<file path="config.mk">
export PLATFORM = sky130hd
export DESIGN_NAME = selective_repeat_sender_window
export DESIGN_NICKNAME = d
export VERILOG_FILES = /design/src/design/srsw_pkg.sv /design/src/design/srsw_front.sv /design/src/design/srsw_queue.sv /design/src/design/srsw_back.sv /design/src/design/selective_repeat_sender_window.sv
export SDC_FILE = /design/constraint.sdc
export NUM_CORES = 1
export LEC_CHECK = 0
export BUFFER_PORTS_ARGS = -buffer_cell sky130_fd_sc_hd__buf_2
export CAP_MARGIN = 20
export CORE_UTILIZATION = 50
export CTS_BUF_LIST = sky130_fd_sc_hd__clkbuf_8
export DETAILED_ROUTE_END_ITERATION = 8
export PLACE_DENSITY = 0.64
export SYNTH_ARGS = -nofsm -noshare
export SYNTH_HDL_FRONTEND = slang
export SYNTH_SLANG_ARGS = --single-unit
</file>
<file path="constraint.sdc">
create_clock -name clk -period 7.1 [get_ports clk]
set_clock_uncertainty 0.1 [all_clocks]
set_input_delay 0.355 -clock clk [delete_from_list [all_inputs] [get_ports clk]]
set_output_delay 0.355 -clock clk [all_outputs]
set_load 0.05 [all_outputs]
</file>
<file path="src/design/srsw_pkg.sv">
package srsw_pkg;

  localparam int unsigned WINDOW  = 8;
  localparam int unsigned SLOT_W  = (WINDOW > 1) ? $clog2(WINDOW) : 1;
  localparam int unsigned CNT_W   = $clog2(WINDOW + 1);
  localparam int unsigned SEQ_W   = 16;
  localparam int unsigned TIME_W  = 32;
  localparam int unsigned CFG_W   = 16;
  localparam int unsigned CFG_IDX_W = 2;
  localparam int unsigned Q_DEPTH = 2;

  localparam logic [CFG_IDX_W-1:0] CFG_PACKET_COUNT  = 2'd0;
  localparam logic [CFG_IDX_W-1:0] CFG_TIMEOUT_TICKS = 2'd1;

  localparam logic [1:0] CMD_TICK  = 2'd0;
  localparam logic [1:0] CMD_ACK   = 2'd1;
  localparam logic [1:0] CMD_START = 2'd2;

  localparam logic ACT_NEW  = 1'b0;
  localparam logic ACT_RETX = 1'b1;

  localparam logic [CFG_W-1:0] TIMEOUT_RESET = 16'd3;

  typedef enum logic [1:0] {
    OP_NOP,
    OP_TICK,
    OP_ACK,
    OP_START
  } op_t;

  typedef struct packed {
    logic [1:0]       command;
    logic [SEQ_W-1:0] ack_seq;
  } in_t;

  typedef struct packed {
    logic             action;
    logic [SEQ_W-1:0] seq;
    logic             to_relay_one;
    logic             final_packet;
    logic             last_of_run;
    logic             all_acked;
  } out_t;

  typedef struct packed {
    op_t              op;
    logic [SEQ_W-1:0] ack_seq;
  } cmd_t;

endpackage

</file>
<file path="src/design/srsw_front.sv">
module srsw_front (
  input  logic             clk,
  input  logic             rst_n,
  input  logic             in_valid,
  output logic             in_ready,
  input  srsw_pkg::in_t    in_data,
  output logic             push_valid,
  input  logic             push_ready,
  output srsw_pkg::cmd_t   push_cmd
);

  logic           hold_valid_r;
  logic           hold_valid_nxt;
  srsw_pkg::cmd_t hold_r;
  srsw_pkg::op_t  op;
  logic           accept;

  always_comb begin
    case (in_data.command)
      srsw_pkg::CMD_TICK:  op = srsw_pkg::OP_TICK;
      srsw_pkg::CMD_ACK:   op = srsw_pkg::OP_ACK;
      srsw_pkg::CMD_START: op = srsw_pkg::OP_START;
      default:             op = srsw_pkg::OP_NOP;
    endcase
  end

  assign in_ready   = !hold_valid_r || push_ready;
  assign accept     = in_valid && in_ready;
  assign push_valid = hold_valid_r;
  assign push_cmd   = hold_r;

  // drop unknown commands here
  assign hold_valid_nxt = (hold_valid_r && !push_ready) ||
                          (accept && (op != srsw_pkg::OP_NOP));

  always_ff @(posedge clk) begin
    if (!rst_n) begin
      hold_valid_r <= 1'b0;
    end else begin
      hold_valid_r <= hold_valid_nxt;
    end
  end

  always_ff @(posedge clk) begin
    if (accept) begin
      hold_r.op      <= op;
      hold_r.ack_seq <= in_data.ack_seq;
    end
  end

endmodule

</file>
<file path="src/design/srsw_queue.sv">
module srsw_queue (
  input  logic           clk,
  input  logic           rst_n,
  input  logic           push_valid,
  output logic           push_ready,
  input  srsw_pkg::cmd_t push_cmd,
  output logic           pop_valid,
  input  logic           pop_ready,
  output srsw_pkg::cmd_t pop_cmd
);

  localparam int unsigned PTR_W = (srsw_pkg::Q_DEPTH > 1) ? $clog2(srsw_pkg::Q_DEPTH) : 1;
  localparam int unsigned CNT_W = $clog2(srsw_pkg::Q_DEPTH + 1);

  srsw_pkg::cmd_t   mem [srsw_pkg::Q_DEPTH];
  logic [PTR_W-1:0] wr_ptr_r;
  logic [PTR_W-1:0] rd_ptr_r;
  logic [CNT_W-1:0] count_r;
  logic [CNT_W-1:0] count_nxt;
  logic             do_push;
  logic             do_pop;

  assign push_ready = (count_r != CNT_W'(srsw_pkg::Q_DEPTH));
  assign pop_valid  = (count_r != '0);
  assign pop_cmd    = mem[rd_ptr_r];
  assign do_push    = push_valid && push_ready;
  assign do_pop     = pop_valid && pop_ready;

  always_comb begin
    count_nxt = count_r;
    if (do_push && !do_pop) begin
      count_nxt = count_r + CNT_W'(1);
    end else if (do_pop && !do_push) begin
      count_nxt = count_r - CNT_W'(1);
    end
  end

  function automatic logic [PTR_W-1:0] ptr_inc(input logic [PTR_W-1:0] p);
    ptr_inc = (p == PTR_W'(srsw_pkg::Q_DEPTH - 1)) ? '0 : p + PTR_W'(1);
  endfunction

  always_ff @(posedge clk) begin
    if (!rst_n) begin
      wr_ptr_r <= '0;
      rd_ptr_r <= '0;
      count_r  <= '0;
    end else begin
      count_r <= count_nxt;
      if (do_push) begin
        wr_ptr_r <= ptr_inc(wr_ptr_r);
      end
      if (do_pop) begin
        rd_ptr_r <= ptr_inc(rd_ptr_r);
      end
    end
  end

  always_ff @(posedge clk) begin
    if (do_push) begin
      mem[wr_ptr_r] <= push_cmd;
    end
  end

endmodule

</file>
<file path="src/design/srsw_back.sv">
module srsw_back (
  input  logic                               clk,
  input  logic                               rst_n,
  input  logic                               cfg_valid,
  output logic                               cfg_ready,
  input  logic [srsw_pkg::CFG_IDX_W-1:0]     cfg_index,
  input  logic [srsw_pkg::CFG_W-1:0]         cfg_data,
  input  logic                               pop_valid,
  output logic                               pop_ready,
  input  srsw_pkg::cmd_t                     pop_cmd,
  output logic                               out_valid,
  input  logic                               out_ready,
  output srsw_pkg::out_t                     out_data
);

  localparam int unsigned SW  = srsw_pkg::SLOT_W;
  localparam int unsigned CW  = srsw_pkg::CNT_W;
  localparam int unsigned QW  = srsw_pkg::SEQ_W;
  localparam int unsigned TW  = srsw_pkg::TIME_W;
  localparam int unsigned W   = srsw_pkg::WINDOW;
  localparam int unsigned SW1 = SW + 1;

  typedef enum logic [5:0] {
    ST_IDLE  = 6'b000001,
    ST_TICK  = 6'b000010,
    ST_SLIDE = 6'b000100,
    ST_START = 6'b001000,
    ST_DRAIN = 6'b010000,
    ST_SPARE = 6'b100000
  } back_state_t;

  typedef struct packed {
    logic          action;
    logic [QW-1:0] seq;
  } res_t;

  back_state_t state_r, state_nxt;
  logic        started_r, started_nxt;
  logic [QW-1:0] base_r, base_nxt;
  logic [QW-1:0] nts_r, nts_nxt;
  logic [QW-1:0] scan_seq_r, scan_seq_nxt;
  logic [SW-1:0] base_slot_r, base_slot_nxt;
  logic [SW-1:0] next_slot_r, next_slot_nxt;
  logic [SW-1:0] scan_slot_r, scan_slot_nxt;
  logic [TW-1:0] time_r, time_nxt;
  logic [CW-1:0] cnt_r, cnt_nxt;
  logic [CW-1:0] rd_r, rd_nxt;
  logic [W-1:0]  acked_r, acked_nxt;
  logic          out_valid_r, out_valid_nxt;
  srsw_pkg::out_t out_r, out_nxt;
  logic [srsw_pkg::CFG_W-1:0] pkt_cnt_r;
  logic [srsw_pkg::CFG_W-1:0] tmo_r;

  logic [TW-1:0] deadline_mem [W];
  res_t          res_mem [W];

  logic          dl_we;
  logic [SW-1:0] dl_wa;
  logic          res_we;
  res_t          res_wd;

  logic [srsw_pkg::CFG_W-1:0] t_eff;
  logic [TW-1:0]  arm_val;
  logic [TW-1:0]  elapsed;
  logic           due;
  logic [QW-1:0]  ack_off;
  logic [SW1-1:0] ack_sum;
  logic [SW1-1:0] ack_slot;
  logic           ack_hit;
  logic           cnt_full;
  logic           last_res;
  res_t           rd_res;

  function automatic logic [SW-1:0] slot_inc(input logic [SW-1:0] s);
    slot_inc = (s == SW'(W - 1)) ? '0 : s + SW'(1);
  endfunction

  assign cfg_ready = 1'b1;
  assign pop_ready = (state_r == ST_IDLE);
  assign out_valid = out_valid_r;
  assign out_data  = out_r;

  assign t_eff    = (tmo_r == '0) ? srsw_pkg::CFG_W'(1) : tmo_r;
  assign arm_val  = time_r + TW'(t_eff);
  assign elapsed  = time_r - deadline_mem[scan_slot_r];
  assign due      = !acked_r[scan_slot_r] && !elapsed[TW-1];
  assign ack_off  = pop_cmd.ack_seq - base_r;
  assign ack_sum  = SW1'(base_slot_r) + SW1'(ack_off[SW-1:0]);
  assign ack_slot = (ack_sum >= SW1'(W)) ? ack_sum - SW1'(W) : ack_sum;
  assign ack_hit  = started_r && (pop_cmd.ack_seq >= base_r) && (pop_cmd.ack_seq < nts_r);
  assign cnt_full = (cnt_r == CW'(W));
  assign last_res = (rd_r == cnt_r - CW'(1));
  assign rd_res   = res_mem[rd_r[SW-1:0]];

  always_comb begin
    state_nxt     = state_r;
    started_nxt   = started_r;
    base_nxt      = base_r;
    nts_nxt       = nts_r;
    scan_seq_nxt  = scan_seq_r;
    base_slot_nxt = base_slot_r;
    next_slot_nxt = next_slot_r;
    scan_slot_nxt = scan_slot_r;
    time_nxt      = time_r;
    cnt_nxt       = cnt_r;
    rd_nxt        = rd_r;
    acked_nxt     = acked_r;
    out_valid_nxt = out_valid_r && !out_ready;
    out_nxt       = out_r;
    dl_we         = 1'b0;
    dl_wa         = next_slot_r;
    res_we        = 1'b0;
    res_wd        = '{action: srsw_pkg::ACT_NEW, seq: nts_r};

    case (state_r)
      ST_IDLE: begin
        if (pop_valid) begin
          case (pop_cmd.op)
            srsw_pkg::OP_TICK: begin
              time_nxt = time_r + TW'(1);
              if (started_r) begin
                scan_seq_nxt  = base_r;
                scan_slot_nxt = base_slot_r;
                cnt_nxt       = '0;
                state_nxt     = ST_TICK;
              end
            end
            srsw_pkg::OP_ACK: begin
              if (ack_hit) begin
                acked_nxt[ack_slot[SW-1:0]] = 1'b1;
                cnt_nxt   = '0;
                state_nxt = ST_SLIDE;
              end
            end
            srsw_pkg::OP_START: begin
              if (!started_r) begin
                started_nxt   = 1'b1;
                base_nxt      = '0;
                nts_nxt       = '0;
                base_slot_nxt = '0;
                next_slot_nxt = '0;
                acked_nxt     = '0;
                cnt_nxt       = '0;
                state_nxt     = ST_START;
              end
            end
            default: begin
            end
          endcase
        end
      end
      ST_TICK: begin
        if ((scan_seq_r < nts_r) && !cnt_full) begin
          if (due) begin
            res_we  = 1'b1;
            res_wd  = '{action: srsw_pkg::ACT_RETX, seq: scan_seq_r};
            cnt_nxt = cnt_r + CW'(1);
            dl_we   = 1'b1;
            dl_wa   = scan_slot_r;
          end
          scan_seq_nxt  = scan_seq_r + QW'(1);
          scan_slot_nxt = slot_inc(scan_slot_r);
        end else begin
          rd_nxt    = '0;
          state_nxt = (cnt_r != '0) ? ST_DRAIN : ST_IDLE;
        end
      end
      ST_SLIDE: begin
        if ((base_r < nts_r) && acked_r[base_slot_r] && !cnt_full) begin
          acked_nxt[base_slot_r] = 1'b0;
          base_nxt      = base_r + QW'(1);
          base_slot_nxt = slot_inc(base_slot_r);
          if (nts_r < pkt_cnt_r) begin
            res_we  = 1'b1;
            cnt_nxt = cnt_r + CW'(1);
            acked_nxt[next_slot_r] = 1'b0;
            dl_we         = 1'b1;
            nts_nxt       = nts_r + QW'(1);
            next_slot_nxt = slot_inc(next_slot_r);
          end
        end else begin
          rd_nxt    = '0;
          state_nxt = (cnt_r != '0) ? ST_DRAIN : ST_IDLE;
        end
      end
      ST_START: begin
        if ((nts_r < pkt_cnt_r) && !cnt_full) begin
          res_we  = 1'b1;
          cnt_nxt = cnt_r + CW'(1);
          acked_nxt[next_slot_r] = 1'b0;
          dl_we         = 1'b1;
          nts_nxt       = nts_r + QW'(1);
          next_slot_nxt = slot_inc(next_slot_r);
        end else begin
          rd_nxt    = '0;
          state_nxt = (cnt_r != '0) ? ST_DRAIN : ST_IDLE;
        end
      end
      ST_DRAIN: begin
        if (!out_valid_r || out_ready) begin
          out_valid_nxt        = 1'b1;
          out_nxt.action       = rd_res.action;
          out_nxt.seq          = rd_res.seq;
          out_nxt.to_relay_one = rd_res.seq[0];
          out_nxt.final_packet = (pkt_cnt_r != '0) &&
                                 (rd_res.seq == pkt_cnt_r - QW'(1));
          out_nxt.last_of_run  = last_res;
          out_nxt.all_acked    = (base_r >= pkt_cnt_r);
          rd_nxt               = rd_r + CW'(1);
          if (last_res) begin
            state_nxt = ST_IDLE;
          end
        end
      end
      default: begin
        state_nxt = ST_IDLE;
      end
    endcase
  end

  always_ff @(posedge clk) begin
    if (!rst_n) begin
      state_r     <= ST_IDLE;
      started_r   <= 1'b0;
      base_r      <= '0;
      nts_r       <= '0;
      scan_seq_r  <= '0;
      base_slot_r <= '0;
      next_slot_r <= '0;
      scan_slot_r <= '0;
      time_r      <= '0;
      cnt_r       <= '0;
      rd_r        <= '0;
      acked_r     <= '0;
      out_valid_r <= 1'b0;
      pkt_cnt_r   <= '0;
      tmo_r       <= srsw_pkg::TIMEOUT_RESET;
    end else begin
      state_r     <= state_nxt;
      started_r   <= started_nxt;
      base_r      <= base_nxt;
      nts_r       <= nts_nxt;
      scan_seq_r  <= scan_seq_nxt;
      base_slot_r <= base_slot_nxt;
      next_slot_r <= next_slot_nxt;
      scan_slot_r <= scan_slot_nxt;
      time_r      <= time_nxt;
      cnt_r       <= cnt_nxt;
      rd_r        <= rd_nxt;
      acked_r     <= acked_nxt;
      out_valid_r <= out_valid_nxt;
      if (cfg_valid && cfg_ready) begin
        case (cfg_index)
          srsw_pkg::CFG_PACKET_COUNT:  pkt_cnt_r <= cfg_data;
          srsw_pkg::CFG_TIMEOUT_TICKS: tmo_r     <= cfg_data;
          default: begin
          end
        endcase
      end
    end
  end

  always_ff @(posedge clk) begin
    out_r <= out_nxt;
    if (dl_we) begin
      deadline_mem[dl_wa] <= arm_val;
    end
    if (res_we) begin
      res_mem[cnt_r[SW-1:0]] <= res_wd;
    end
  end

endmodule

</file>
<file path="src/design/selective_repeat_sender_window.sv">
// Flow: an input item passes the front hold register and the command queue before the step
// engine takes it; the engine walks one window slot per cycle, then the drain state loads
// its results into the output register, one transfer per cycle while the output is not stalled.
// Throughput: sequential; the step engine takes a new item only when idle, after it has
// loaded the last result into the output register; a stalled output register stalls the drain.
// Reset: synchronous, active low; clears the window, time, acked flags and handshakes,
// sets packet_count to 0 and timeout_ticks to 3; deadline storage is not cleared.
module selective_repeat_sender_window (
  input  logic                           clk,
  input  logic                           rst_n,
  input  logic                           in_valid,
  output logic                           in_ready,
  input  srsw_pkg::in_t                  in_data,
  output logic                           out_valid,
  input  logic                           out_ready,
  output srsw_pkg::out_t                 out_data,
  input  logic                           cfg_valid,
  output logic                           cfg_ready,
  input  logic [srsw_pkg::CFG_IDX_W-1:0] cfg_index,
  input  logic [srsw_pkg::CFG_W-1:0]     cfg_data
);

  logic           push_valid;
  logic           push_ready;
  srsw_pkg::cmd_t push_cmd;
  logic           pop_valid;
  logic           pop_ready;
  srsw_pkg::cmd_t pop_cmd;

  srsw_front u_front (
    .clk        (clk),
    .rst_n      (rst_n),
    .in_valid   (in_valid),
    .in_ready   (in_ready),
    .in_data    (in_data),
    .push_valid (push_valid),
    .push_ready (push_ready),
    .push_cmd   (push_cmd)
  );

  srsw_queue u_queue (
    .clk        (clk),
    .rst_n      (rst_n),
    .push_valid (push_valid),
    .push_ready (push_ready),
    .push_cmd   (push_cmd),
    .pop_valid  (pop_valid),
    .pop_ready  (pop_ready),
    .pop_cmd    (pop_cmd)
  );

  srsw_back u_back (
    .clk       (clk),
    .rst_n     (rst_n),
    .cfg_valid (cfg_valid),
    .cfg_ready (cfg_ready),
    .cfg_index (cfg_index),
    .cfg_data  (cfg_data),
    .pop_valid (pop_valid),
    .pop_ready (pop_ready),
    .pop_cmd   (pop_cmd),
    .out_valid (out_valid),
    .out_ready (out_ready),
    .out_data  (out_data)
  );

endmodule

</file>
==> results of run 1 <==
[layout make-up]
class                           instances  area [µm²]
Clock buffer                          105        1445
Sequential cell                       622       17120
Multi-Input combinational cell       1456       11810
Fill cell                            4637       24950
Timing Repair Buffer                  140       991.0
Tap cell                              765       957.2
Clock inverter                         77       407.9
Inverter                               87       329.1
Antenna cell                            3       7.507
[routing by layer]
layer	vias up	GRT usage
met3	128	0.04745
met1	9714	0.3433
li1	8977	-
met4	2	0.06838
met2	730	0.3771
met5	-	0
[worst max-delay path by stage]
stage                    from                              endpoint  slack (ps)  depth (start not counted)
global placement    flip-flop  u_back.deadline_mem[3][28]$_DFFE_PP_        1640                         13
finish              flip-flop  u_back.deadline_mem[2][23]$_DFFE_PP_        1650                         13
global route        flip-flop  u_back.deadline_mem[2][28]$_DFFE_PP_        1260                         13
CTS                 flip-flop  u_back.deadline_mem[2][28]$_DFFE_PP_        1500                         13
detailed placement  flip-flop  u_back.deadline_mem[2][27]$_DFFE_PP_        1550                         13
floorplan           flip-flop        u_back.res_mem[4][0]$_DFFE_PP_        1440                         13
[worst max-delay path: stages, from the launching register on]
cell	delay, ps
dfxtp_4	810
buf_4	410
mux4_2	540
mux2i_1	190
ha_1	280
a21oi_1	140
a21boi_0	120
o221ai_1	260
nand4_1	200
o21ai_0	240
and4bb_2	420
nand2b_1	290
o22ai_4	660
buf_4	410
[stage by stage]
stage	hold WS [ps]	std cells	cell area [µm²]	utilization	total power [W]
finish	61.81	3255	33080	0.5700	0.007790
detailed placement	331.3	3031	30820	0.5312	0.004957
floorplan	321.5	2276	29530	-	0.004721
global placement	322.2	3031	30820	0.5312	0.004929
global route	45.44	3254	33070	0.5700	0.008117
CTS	6.597	3252	33070	0.5699	0.007862
[power by group]
group	switching (W)	leakage, nW	internal (W)
Clock	0.00143	1.08	0.00145
Combinational	0.000492	4.82	0.000374
Sequential	0.0000848	5.48	0.00396
Total	0.00201	11.4	0.00578
[cell usage in the layout, fill, tap and decap left out, drive strengths merged, types with 44 or more instances in the layout]
master  synthesis  routed
mux4          100     100
nor3           44      44
edfxtp        466     466
nand3          45      45
buf            27     101
inv            87     121
nand2         182     182
ha            160     160
o21ai         110     110
clkbuf         84     105
xnor2          61      61
nor2          138     138
mux2i          45      45
a21oi         130     130
dfxtp         156     156
[what timing repair did]
item | 4_1_cts | 5_1_grt
endpoints found under the hold margin | 52 | 0
hold buffers | 39 | 0
buffers inserted | 0 | 0
[cell families after synthesis]
group | Yosys count
AOI/OAI and AO/OA | 435
xor gates and xnor gates | 92
adders and majority gates | 163
buffers and inverters | 198
DFF | 622
muxes | 178
other | 1
and+or+nand+nor | 587
[sequential cells by signal (all words and copies together) (netlist names), 4 cells and up, named ones only]
signal and cells:
u_back.tmo_r 16, u_front.push_cmd 18, u_back.scan_seq_r 16, u_back.base_r 16, u_back.rd_r 4, u_back.out_data 20
u_back.pkt_cnt_r 16, u_back.time_r 32, u_back.res_mem 136, u_back.deadline_mem 256, u_back.state_r 5, u_queue.mem 36
u_back.cnt_r 4, u_back.nts_r 16, u_back.acked_r 8
==> flow_summary.rst, run 1 <==
.. list-table::
   :header-rows: 1

   * - Metric
     - Value
   * - Yosys top cell by area
     - edfxtp_1
   * - Final antenna-violating net count
     - 0
   * - Routed wire length per instance
     - 22.09 µm
   * - Final count of pins violating max slew
     - 0
   * - Layout-stage area growth over the synthesis result
     - 11.99%
   * - CTS buffer count
     - 99
   * - Setup repair after global routing missed its margin
     - false
   * - Drc violations
     - 0
   * - IR Drop Worst-Case VDD
     - 0.1659 mV
   * - Count of H-tree levels built during CTS
     - 3
   * - Longest Clk Path Bufs
     - 3
   * - Via count
     - 19550
   * - DIE WIDTH
     - 245.0 µm
   * - Type of destination of the critical path
     - flip-flop
   * - Post-synthesis cell count
     - 2276
   * - Share of Yosys cell area claimed by the top area cell type
     - 0.4738
   * - Worst-path clk slew
     - 60 ps
   * - Logic depth of the worst register-to-register path
     - 13
   * - Critical path required time
     - 7360 ps
   * - Area contributors post-synth
     - edfxtp_1 47%, dfxtp_1 11%, mux4_2 7.6%, ha_1 6.8%, nand2_1 2.3%
   * - Worst Setup Slack post-DPL
     - 1550 ps
   * - Worst reg2reg setup slack
     - 1650 ps
   * - Number of flops mapped to enable cells by yosys
     - 466
   * - Post-DP HPWL
     - 47950 µm
   * - Worst hold path endpoint
     - u_front.push_cmd[16]$_DFFE_PP_
   * - Seq cells post-synth
     - 622
   * - Metal1 wirelength
     - 32050 µm
   * - Critical hold path startpoint
     - in_data[16]
   * - XOR/XNOR share of the synthesized area
     - 0.02775
   * - Maximum achievable frequency
     - 183.6 MHz
   * - GRT Overall Usage
     - 0.2416
   * - Layout cell share with drive strength beyond 1
     - 0.1681
   * - Number of I/O port buffers
     - 63
   * - Final net count
     - 2610
   * - Vert. Die Dim
     - 245.0 µm
   * - Transition time at the pin with the least slew margin
     - 1149 ps
   * - DRT Wirelength
     - 71920 µm
   * - Site Rows
     - 88
   * - Met2 layer wire length in the routed design
     - 32550 µm
   * - Max-cap violations
     - 0
   * - Static leakage
     - 11.37 nW
   * - Initial core utilization
     - 0.5090
   * - Hold WC Path Type
     - primary input to flip-flop
   * - Final count of negative-setup-slack endpoints
     - 0
   * - Most numerous cell in the Yosys netlist
     - edfxtp_1
   * - Share of the cycle needed by the critical path after routing
     - 0.7670
   * - Global-route wire length before repair
     - 110800 µm
   * - Via density per instance
     - 6.006
   * - Cells resized by post-CTS repair
     - 0
   * - Sum of negative setup slack
     - 0 ps
   * - Hold violation count in the final report
     - 0
   * - Simple-Gate Fraction of Synth Area
     - 0.09858
   * - Most common flop cell mapped by yosys
     - edfxtp_1
   * - Worst setup SP type
     - flip-flop
   * - Maximum number of pins on one net before global-route repair
     - 70
   * - Met3 WL
     - 5604 µm
   * - Share of synthesized area spent on multiplexers
     - 0.1041
   * - Top Metal Used
     - met5
   * - Worst-path fanout max
     - 34
   * - Post-Syn Area
     - 29530 µm²
   * - Run status
     - finished clean
   * - Number of cells on the worst hold path
     - 4
   * - Ports
     - 65
   * - Asr flop ratio synth
     - 0
   * - Sink Count
     - 622
   * - Power density over cell area
     - 235.5 nW/µm²
   * - Reg-to-Reg End
     - u_back.deadline_mem[2][23]$_DFFE_PP_
   * - Main combinational cell family by area after synthesis
     - multiplexers
   * - Total core area
     - 58030 µm²
   * - Share of synthesized cell area in full adder, half adder and majority cells
     - 0.06982
   * - Number of antenna violations at the first check in global routing
     - 2
   * - Number of detailed-route iterations in the first pass
     - 5
   * - CTS tree
     - built
   * - Post-Syn Nets
     - 2480
   * - Final estimated routing congestion in global placement
     - 0.9061
   * - Sequential element share of the synthesized area
     - 0.5796
   * - Worst path setup slack after routing
     - 1655 ps
   * - Arrival time reported for the critical path endpoint
     - 5700 ps
   * - Synthesized area per cell
     - 12.98 µm²
   * - Commonest cells post-synth
     - 466 x edfxtp_1, 182 x nand2_1, 160 x ha_1
   * - Detailed router's first-iteration violation count
     - 1589
   * - Number of library cell types mapped by synthesis
     - 90
   * - Total Die Area
     - 60040 µm²
   * - Overflow left after global routing
     - 0
   * - Headroom to the max-slew limit
     - 0.2262
   * - Vias in the first global route
     - 19340
   * - Clock latency on the worst-skew pair
     - 730 ps
   * - Time the final worst path needs with I/O delays and setup
     - 5445 ps
   * - Fraction of the mapped netlist area in compound gates
     - 0.09380
   * - Master cell of the clock root buffer
     - clkbuf_8
   * - Synth warnings
     - 0
   * - Type of the worst setup path
     - flip-flop to flip-flop
(Power assumes the default switching activity.)
==> run 2: changes to the inputs <==
PLACE_DENSITY = 0.66   (was 0.64)
clock period = 4.9 ns   (was 7.1 ns; I/O delays follow)
==> flow_summary.rst, run 2 (synthesis results as in run 1) <==
.. list-table::
   :header-rows: 1

   * - Metric
     - Value
   * - Final count of pins violating max slew
     - 0
   * - Final Instance Count excl. Fillers
     - 3282
   * - Number of antenna violations at the first check in global routing
     - 2
   * - Final estimated routing congestion in global placement
     - 0.9074
   * - Static leakage
     - 11.62 nW
   * - Overflow left after global routing
     - 0
   * - Via density per instance
     - 5.964
   * - Type of the worst setup path
     - flip-flop to flip-flop
   * - Global-route wire length before repair
     - 110200 µm
   * - Maximum number of pins on one net before global-route repair
     - 83
   * - Largest reg by FF count
     - u_back.deadline_mem
   * - CTS tree
     - built
   * - Final count of negative-setup-slack endpoints
     - 0
   * - Most frequent standard cell in the layout excluding fill and tap cells
     - edfxtp_1
   * - Cell breakdown of the critical path
     - buf_12 -> mux4_2 -> mux2i_1 -> ha_1 -> a211oi_1 -> o21ai_0 -> o221ai_1 -> nand4_1 -> o21ai_0 -> and4bb_2 -> nor2_1 -> buf_4 -> nor4b_4 -> buf_4
   * - Vert. Die Dim
     - 245.0 µm
   * - Final net count
     - 2634
   * - DRT Wirelength
     - 71840 µm
   * - Detailed router's first-iteration violation count
     - 1409
   * - Post-route cell area
     - 33650 µm²
   * - Delay of the slowest cell on the worst path
     - 550 ps
   * - Worst setup SP type
     - flip-flop
   * - Arrival time reported for the critical path endpoint
     - 4870 ps
   * - Number of placed instances with taps included
     - 3049
   * - Headroom to the max-slew limit
     - 0.2343
   * - Layout-stage area growth over the synthesis result
     - 13.95%
   * - Via count
     - 19570
   * - Drc violations
     - 0
   * - Longest Clk Path Bufs
     - 3
   * - Setup repair after global routing missed its margin
     - false
   * - Hold violation count in the final report
     - 0
   * - Multi-input logic area
     - 11840 µm²
   * - Hold WC Path Type
     - primary input to flip-flop
   * - Initial core utilization
     - 0.5090
   * - Post-Route Hold Slack
     - 128.0 ps
   * - Time the final worst path needs with I/O delays and setup
     - 4590 ps
   * - Count of H-tree levels built during CTS
     - 3
   * - Post-DP HPWL
     - 48720 µm
   * - Postcts setup bufs
     - 0
   * - CTS buffer count
     - 101
   * - Site Rows
     - 88
   * - Max-cap violations
     - 0
   * - Power density over cell area
     - 346.8 nW/µm²
   * - Maximum achievable frequency
     - 217.8 MHz
   * - Total Die Area
     - 60040 µm²
   * - Number of detailed-route iterations in the first pass
     - 5
   * - Transition time at the pin with the least slew margin
     - 1144 ps
   * - Worst-path clk slew
     - 60 ps
   * - Layout Utilization
     - 0.5800
   * - Final antenna-violating net count
     - 0
   * - Sequential standard cell area
     - 17120 µm²
   * - Placed inst area
     - 31130 µm²
   * - Sink Count
     - 622
   * - Number of flip-flops under the largest register name
     - 256
   * - Critical path required time
     - 5180 ps
   * - Layout cell share with drive strength beyond 1
     - 0.1804
   * - Routed wire length per instance
     - 21.89 µm
   * - Share of the cycle needed by the critical path after routing
     - 0.9368
   * - Run status
     - finished clean
   * - Number of fillers in the final layout
     - 4550
   * - DIE WIDTH
     - 245.0 µm
   * - Worst-path fanout max
     - 25
   * - IR Drop Worst-Case VDD
     - 0.2214 mV
   * - Total core area
     - 58030 µm²
   * - Highest-count cells in the layout ignoring fill and taps
     - 466 x edfxtp_1, 182 x nand2_1, 160 x ha_1, 152 x dfxtp_1, 138 x nor2_1
   * - Clock latency on the worst-skew pair
     - 730 ps
   * - Type of destination of the critical path
     - flip-flop
   * - Vias in the first global route
     - 19330
   * - Ports
     - 65
   * - Cell with the largest stage delay on the worst path
     - dfxtp_4
   * - Number of I/O port buffers
     - 63
   * - Master cell of the clock root buffer
     - clkbuf_8
   * - GRT Overall Usage
     - 0.2409
## run 2: worst paths after layout
| path | start | to | slack [ps] | cells after the start |
|---|---|---|---|---|
| setup / recovery | flip-flop | u_back.res_mem[5][8]$_DFFE_PP_ | 310 | 14 |
| hold / removal | cfg_index[0] | u_back.tmo_r[15]$_SDFFE_PN0P_ | 130 | 4 |
| setup reg to reg | flip-flop | u_back.res_mem[5][8]$_DFFE_PP_ | 310 | 14 |
| hold reg to reg | u_front.push_cmd[6]$_DFFE_PP_ | u_queue.mem[1][6]$_DFFE_PP_ | 350 | 0 |
## run 2: metal layers
metal | vias up | global-route usage | part of all wire
met2 | 678 | 0.3796 | 0.46
met1 | 9744 | 0.3333 | 0.44
met4 | 0 | 0.07978 | 0.025
met5 | - | 0 | 0
met3 | 122 | 0.04942 | 0.071
li1 | 9029 | - | -
## run 2: timing repair
action                                  CTS  global route
endpoints found under the setup margin    0           488
endpoints found under the hold margin    67             0
hold buffers                             43             0
resized for setup                         0             9
## run 2: area by class of cell
class | count | area share
clock buffers | 117 | 0.04785
flip-flops and latches | 622 | 0.5088
inverters | 87 | 0.009741
well taps | 765 | 0.02844
clock inverters | 72 | 0.01364
repair buffers | 162 | 0.03948
multi-input cells | 1456 | 0.3519
diodes | 1 | 0.00007436
## run 2: metrics by stage
| step | setup WS, ps | TNS (ps) | power, W |
|---|---|---|---|
| CTS | 141.3 | 0 | 0.01176 |
| global placement | 290.3 | 0 | 0.007177 |
| floorplan | -747.9 | -57530 | 0.006843 |
| global route | 7.264 | 0 | 0.01212 |
| detailed placement | 185.2 | 0 | 0.007215 |
| finish | 309.5 | 0 | 0.01167 |
## run 2: worst max-delay path, delay by kind of cell, from the launching register on
kind                       cells  cell delay (ps)
AOI/OAI and AO/OA              4              830
adders and majority gates      1              290
buffers and inverters          3              810
DFF                            1              550
muxes                          2              710
and+or+nand+nor                4              950
## run 2: power breakdown
part           switching, W  total (W)  internal [W]  leakage (nW)
registers         0.0000954    0.00583       0.00573          5.48
clock network       0.00211    0.00452       0.00241          1.18
logic              0.000754    0.00132      0.000563          4.96
total               0.00296     0.0117       0.00871          11.6
